### src/design/per_channel_weight_statistics_defines.svh
// Assertion helpers for the top-level file that checks this block.
`ifndef PER_CHANNEL_WEIGHT_STATISTICS_DEFINES_SVH
`define PER_CHANNEL_WEIGHT_STATISTICS_DEFINES_SVH

// Consequent must hold in the same cycle as the antecedent.
`define PCWS_ASSERT_IMP(lbl, clk, rst_n, ante, cons) \
  lbl: assert property (@(posedge clk) disable iff (!rst_n) (ante) |-> (cons)) \
    else $error("pcws assertion failed");

// Consequent must hold in the cycle after the antecedent.
`define PCWS_ASSERT_NXT(lbl, clk, rst_n, ante, cons) \
  lbl: assert property (@(posedge clk) disable iff (!rst_n) (ante) |=> (cons)) \
    else $error("pcws assertion failed");

`endif

### src/design/pcws_pkg.sv
package pcws_pkg;

  // Default sizes of the sample store.
  localparam int unsigned CHANNELS_DEF = 16;
  localparam int unsigned SAMPLES_DEF  = 64;

  // Fixed field widths.
  localparam int unsigned CHAN_W   = 4;
  localparam int unsigned WEIGHT_W = 24;
  localparam int unsigned COUNT_W  = 7;
  localparam int unsigned PCT_W    = 16;

  // Percentage scale: hundredths of a percent.
  localparam int unsigned PCT_SCALE = 10000;
  localparam int unsigned SCALE_W   = 14;
  localparam logic [PCT_W-1:0] PCT_MAX = 16'hFFFF;

  // Which quotient the shared divider is producing.
  typedef enum logic [1:0] {
    DIV_MEAN = 2'd0,
    DIV_CORR = 2'd1,
    DIV_VAR  = 2'd2,
    DIV_PCT  = 2'd3
  } div_op_e;

  // Commands from the controller to the datapath.
  typedef struct packed {
    logic    load;
    logic    lookup;
    logic    rd_en;
    logic    sq_pass;
    logic    div_start;
    div_op_e div_op;
    logic    root_start;
    logic    mul;
    logic    load_out;
  } cmd_t;

  // Status from the datapath to the controller.
  typedef struct packed {
    logic lk_zero;
    logic rd_last;
    logic pipe_idle;
    logic n_one;
    logic div_done;
    logic root_done;
    logic tgt_zero;
  } status_t;

endpackage

### src/design/pcws_ctrl.sv
module pcws_ctrl (
  input  logic              clk_i,
  input  logic              rst_ni,
  input  logic              in_valid_i,
  output logic              in_ready_o,
  output logic              out_valid_o,
  input  logic              out_ready_i,
  input  pcws_pkg::status_t status_i,
  output pcws_pkg::cmd_t    cmd_o
);

  typedef enum logic [11:0] {
    ST_IDLE      = 12'h001,
    ST_LOOKUP    = 12'h002,
    ST_SUM_RD    = 12'h004,
    ST_SUM_DRAIN = 12'h008,
    ST_DIV_GO    = 12'h010,
    ST_DIV_WAIT  = 12'h020,
    ST_SQ_RD     = 12'h040,
    ST_SQ_DRAIN  = 12'h080,
    ST_ROOT_GO   = 12'h100,
    ST_ROOT_WAIT = 12'h200,
    ST_MUL       = 12'h400,
    ST_FINISH    = 12'h800
  } ctrl_state_e;

  ctrl_state_e       state_q, state_d;
  pcws_pkg::div_op_e op_q, op_d;
  logic              out_valid_q, out_valid_d;

  // Sequencing of one item.
  always_comb begin
    state_d    = state_q;
    op_d       = op_q;
    cmd_o      = '0;
    cmd_o.div_op = op_q;
    in_ready_o = 1'b0;
    unique case (state_q)
      ST_IDLE: begin
        in_ready_o = 1'b1;
        if (in_valid_i) begin
          cmd_o.load = 1'b1;
          state_d    = ST_LOOKUP;
        end
      end
      ST_LOOKUP: begin
        cmd_o.lookup = 1'b1;
        state_d = status_i.lk_zero ? ST_FINISH : ST_SUM_RD;
      end
      ST_SUM_RD: begin
        cmd_o.rd_en = 1'b1;
        if (status_i.rd_last) begin
          state_d = ST_SUM_DRAIN;
        end
      end
      ST_SUM_DRAIN: begin
        if (status_i.pipe_idle) begin
          op_d    = pcws_pkg::DIV_MEAN;
          state_d = ST_DIV_GO;
        end
      end
      ST_DIV_GO: begin
        cmd_o.div_start = 1'b1;
        state_d = ST_DIV_WAIT;
      end
      ST_DIV_WAIT: begin
        if (status_i.div_done) begin
          unique case (op_q)
            pcws_pkg::DIV_MEAN: state_d = ST_SQ_RD;
            pcws_pkg::DIV_CORR: begin
              op_d    = pcws_pkg::DIV_VAR;
              state_d = ST_DIV_GO;
            end
            pcws_pkg::DIV_VAR: state_d = ST_ROOT_GO;
            pcws_pkg::DIV_PCT: state_d = ST_FINISH;
            default: state_d = ST_FINISH;
          endcase
        end
      end
      ST_SQ_RD: begin
        cmd_o.rd_en   = 1'b1;
        cmd_o.sq_pass = 1'b1;
        if (status_i.rd_last) begin
          state_d = ST_SQ_DRAIN;
        end
      end
      ST_SQ_DRAIN: begin
        cmd_o.sq_pass = 1'b1;
        if (status_i.pipe_idle) begin
          if (status_i.n_one) begin
            state_d = ST_MUL;
          end else begin
            op_d    = pcws_pkg::DIV_CORR;
            state_d = ST_DIV_GO;
          end
        end
      end
      ST_ROOT_GO: begin
        cmd_o.root_start = 1'b1;
        state_d = ST_ROOT_WAIT;
      end
      ST_ROOT_WAIT: begin
        if (status_i.root_done) begin
          state_d = ST_MUL;
        end
      end
      ST_MUL: begin
        cmd_o.mul = 1'b1;
        if (status_i.tgt_zero) begin
          state_d = ST_FINISH;
        end else begin
          op_d    = pcws_pkg::DIV_PCT;
          state_d = ST_DIV_GO;
        end
      end
      ST_FINISH: begin
        if (!out_valid_q || out_ready_i) begin
          cmd_o.load_out = 1'b1;
          state_d = ST_IDLE;
        end
      end
      default: state_d = ST_IDLE;
    endcase
  end

  // Output word valid: set on load, cleared when taken.
  always_comb begin
    out_valid_d = out_valid_q;
    if (cmd_o.load_out) begin
      out_valid_d = 1'b1;
    end else if (out_ready_i) begin
      out_valid_d = 1'b0;
    end
  end

  always_ff @(posedge clk_i or negedge rst_ni) begin
    if (!rst_ni) begin
      state_q     <= ST_IDLE;
      op_q        <= pcws_pkg::DIV_MEAN;
      out_valid_q <= 1'b0;
    end else begin
      state_q     <= state_d;
      op_q        <= op_d;
      out_valid_q <= out_valid_d;
    end
  end

  assign out_valid_o = out_valid_q;

endmodule

### config.mk
export PLATFORM = sky130hd
export DESIGN_NAME = pcws_ctrl
export DESIGN_NICKNAME = d
export VERILOG_FILES = /design/src/design/per_channel_weight_statistics_defines.svh /design/src/design/pcws_pkg.sv /design/src/design/pcws_ctrl.sv
export SDC_FILE = /design/constraint.sdc
export NUM_CORES = 1
export LEC_CHECK = 0
export BUFFER_PORTS_ARGS = -buffer_cell sky130_fd_sc_hd__buf_2
export CELL_PAD_IN_SITES_DETAIL_PLACEMENT = 0
export CELL_PAD_IN_SITES_GLOBAL_PLACEMENT = 1
export CORE_MARGIN = 2
export CORE_UTILIZATION = 45
export CTS_BUF_LIST = sky130_fd_sc_hd__clkbuf_8
export CTS_CLUSTER_DIAMETER = 150
export DETAILED_ROUTE_END_ITERATION = 8
export PLACE_DENSITY = 0.95
export SETUP_SLACK_MARGIN = 0.2
export SYNTH_ARGS = -nofsm -noshare
export SYNTH_HDL_FRONTEND = slang
export SYNTH_SLANG_ARGS = --single-unit
### constraint.sdc
create_clock -name clk_i -period 6.75 [get_ports clk_i]
set_clock_uncertainty 0.2 [all_clocks]
set_input_delay 0.3375 -clock clk_i [delete_from_list [all_inputs] [get_ports clk_i]]
set_output_delay 0.3375 -clock clk_i [all_outputs]
set_load 0.05 [all_outputs]
==> flow_metrics.tcl <==
set metrics [dict create \
    yosysWarnings 0 \
    crit_buf_inv 1 \
    drc_errors 0 \
    yosys-mux-area-fraction 0.0308 \
    worstPathRequired_ns 6.21 \
    clk_latency_ns 0.25 \
    cp_top_family "simple AND/OR/NAND/NOR gates" \
    antenna_found_initial 0 \
    synth_top_family_by_area "simple AND/OR/NAND/NOR gates" \
    slowest_stage "nor4_1" \
    synthesis.area_um2 1100 \
    crit_path_start_kind "flop" \
    synth_xor_xnor_area_share 0.0319 \
    grt_overflow 0 \
    rsz0062_at_grt "false" \
    grt_use_met3 0.0537 \
    busiest_layer "met2" \
    maxCapViolations 0 \
    vias 1065 \
    grt_use_met1 0.288 \
    vias_per_cell 6.34 \
    critPathMaxStageDelay_ns 0.98 \
    synth_cell_types 45 \
    layout-drive-gt1-share 0.264 \
    synth-edff-count 0 \
    finalSetupViolCount 0 \
    cp.arrival_ns 2.72 \
    critPathCaptureType "output pin" \
    initialDrtViolationCount 52 \
    n_fill_cell 226 \
    layout_common_cells "buf_2, dfrtp_1, nor2_1" \
    cp_num_cells 4 \
    mostFrequentLayoutCell "buf_2" \
    antennaDiodeCount 0 \
    wire_per_inst_um 16.7 \
    ios 23 \
    grt_pass1_wl_um 4340 \
    cts_tree "built" \
    hpwl_um 2090 \
    grt.total_usage 0.213 \
    final_antenna_net_count 0 \
    path_cells "nor4_1, nand3_1, nor3b_1, buf_2" \
    dp_slack_ns 3.88 \
    synth-seq-cells 15 \
    initial_core_util 0.487 \
    fin_nets 152 \
    yosys.area_share.simple 0.383 \
    synth-compound-area-share 0.122 \
    place_congestion 0.849 \
    seqCellArea_um2 377 \
    grt_pass1_vias 943 \
    vdd_drop_max_uv 145 \
    clkTransAtPathRegs_ns 0.06 \
    ys_async_sr_fraction 1.00 \
    syn_inst 124 \
    syn_nets 135 \
    rows 17 \
    port_buffers 22 \
    setup_slack_ns 3.49 \
    synthAdderAreaFrac 0 \
    total_leakage_power_uw 0.000582 \
    syn-mean-instance-area_um2 8.86 \
    die_w_um 53.4 \
    post-route-min-period_ns 3.26 \
    hold_violations 0 \
    fp.dieH_um 53.4 \
    wirelength_um 2810 \
    h-tree-depth 1 \
    dieArea_um2 2850 \
    worstSetupPathType "flop to output pin" \
    clock-sinks 15 \
    cts.repair.resized 0 \
    status "complete, no violations" \
    clockBufferDepth 2 \
    met2_usage 0.325 \
    area_growth_syn_to_layout_pct 10.9 \
    relSlewSlack 0.243 \
    cts_made_buffers 3 \
    fin_tns_setup_ns 0 \
    synth_ff_type "dfrtp_1" \
    cts_root_buffer "clkbuf_8" \
    slew_violations 0 \
    layout_worst_path_cycle_share 0.483 \
    core-area_um2 2250 \
    drtPass1Iterations 7 \
    multi_input_area_um2 623 \
    power_density_nw_per_um2 320 \
    ff2ff_path_depth 5 \
    crit_fanout 8 \
    min_path_cells 2 \
    hold_class "primary input to flop" \
    fmaxAchievable_ghz 0.307 \
    ys_seq_area_frac 0.343 \
    grt_max_degree 16 \
    worst_pin_slew_ns 1.12 \
]
==> worst register-to-register path, stage by stage (launching register included) <==
cell and delay, ns:
dfrtp_1 0.46, nor4_1 0.98, nand4_1 0.37, nor2_1 0.19, or4_1 0.30, mux2_2 0.37
==> cell usage after synthesis, drive strengths merged (4+ instances only) <==
master,number,area share
nand2,7,0.024
inv,5,0.017
nor4b,4,0.032
or3,6,0.040
o22ai,4,0.023
nor4,5,0.048
nand3,5,0.023
a21oi,4,0.022
buf,9,0.066
nor2,11,0.038
nor3,10,0.046
dfrtp,14,0.32
==> final cells by class <==
cell class | count | area share
Multi-Input combinational cell | 93 | 0.511
Sequential cell | 15 | 0.309
Timing Repair Buffer | 23 | 0.0986
Clock buffer | 3 | 0.0339
Tap cell | 28 | 0.0287
Inverter | 5 | 0.0154
Clock inverter | 1 | 0.00308
==> power breakdown <==
| group | internal, uW | total [uW] | leakage (uW) | switching, uW |
|---|---|---|---|---|
| registers | 105 | 126 | 0.000204 | 21.8 |
| clock network | 40.2 | 71.9 | 0.0000269 | 31.7 |
| logic | 60.7 | 192 | 0.000351 | 131 |
| total | 205 | 390 | 0.000582 | 185 |
==> registers in the layout, summed over array words and instances (netlist names) <==
name	flops
out_valid_o	1
op_q	2
state_q	12
==> cells by family (layout without fill, tap and decap cells) <==
logic type | Yosys count | count (layout)
xor+xnor | 4 | 4
simple gates | 67 | 67
buf+inv | 16 | 32
mux | 3 | 3
compound gates | 19 | 19
flops | 15 | 15
==> path summary, 6_finish.rpt <==
check,start,end,slack [ns]
min,in_valid_i,state_q[0],0.09
max reg2reg,state_q[9],state_q[6],3.78
min reg2reg,out_valid_o,out_valid_o,0.33
max,state_q[9],cmd_o[8],3.49
min in group asynchronous,rst_ni,out_valid_o,0.33
max in group asynchronous,rst_ni,state_q[0],5.72
==> timing repair <==
item                      4_1_cts  5_1_grt
hold endpoints to repair       14        0
hold buffers                    1        0
setup buffers                   0        0
==> through the flow <==
step                total power (uW)  hold WS (ns)  area [um^2]  utilization  cells
floorplan                        285        -0.158         1100            -    124
global placement                 313        0.0560         1160        0.516    163
detailed placement               316        0.0662         1160        0.516    163
CTS                              387        0.0864         1220        0.541    168
global route                     411        0.0825         1220        0.541    168
finish                           390        0.0879         1220        0.541    168
==> layer usage <==
metal	share of wire	wire length [um]	up-vias
met2	0.49	1370	58
met3	0.082	231	4
met4	0.0075	21	0
met5	0	0	-
met1	0.42	1190	506
li1	-	-	497
No activity file was read; power rests on OpenSTA's default activity.
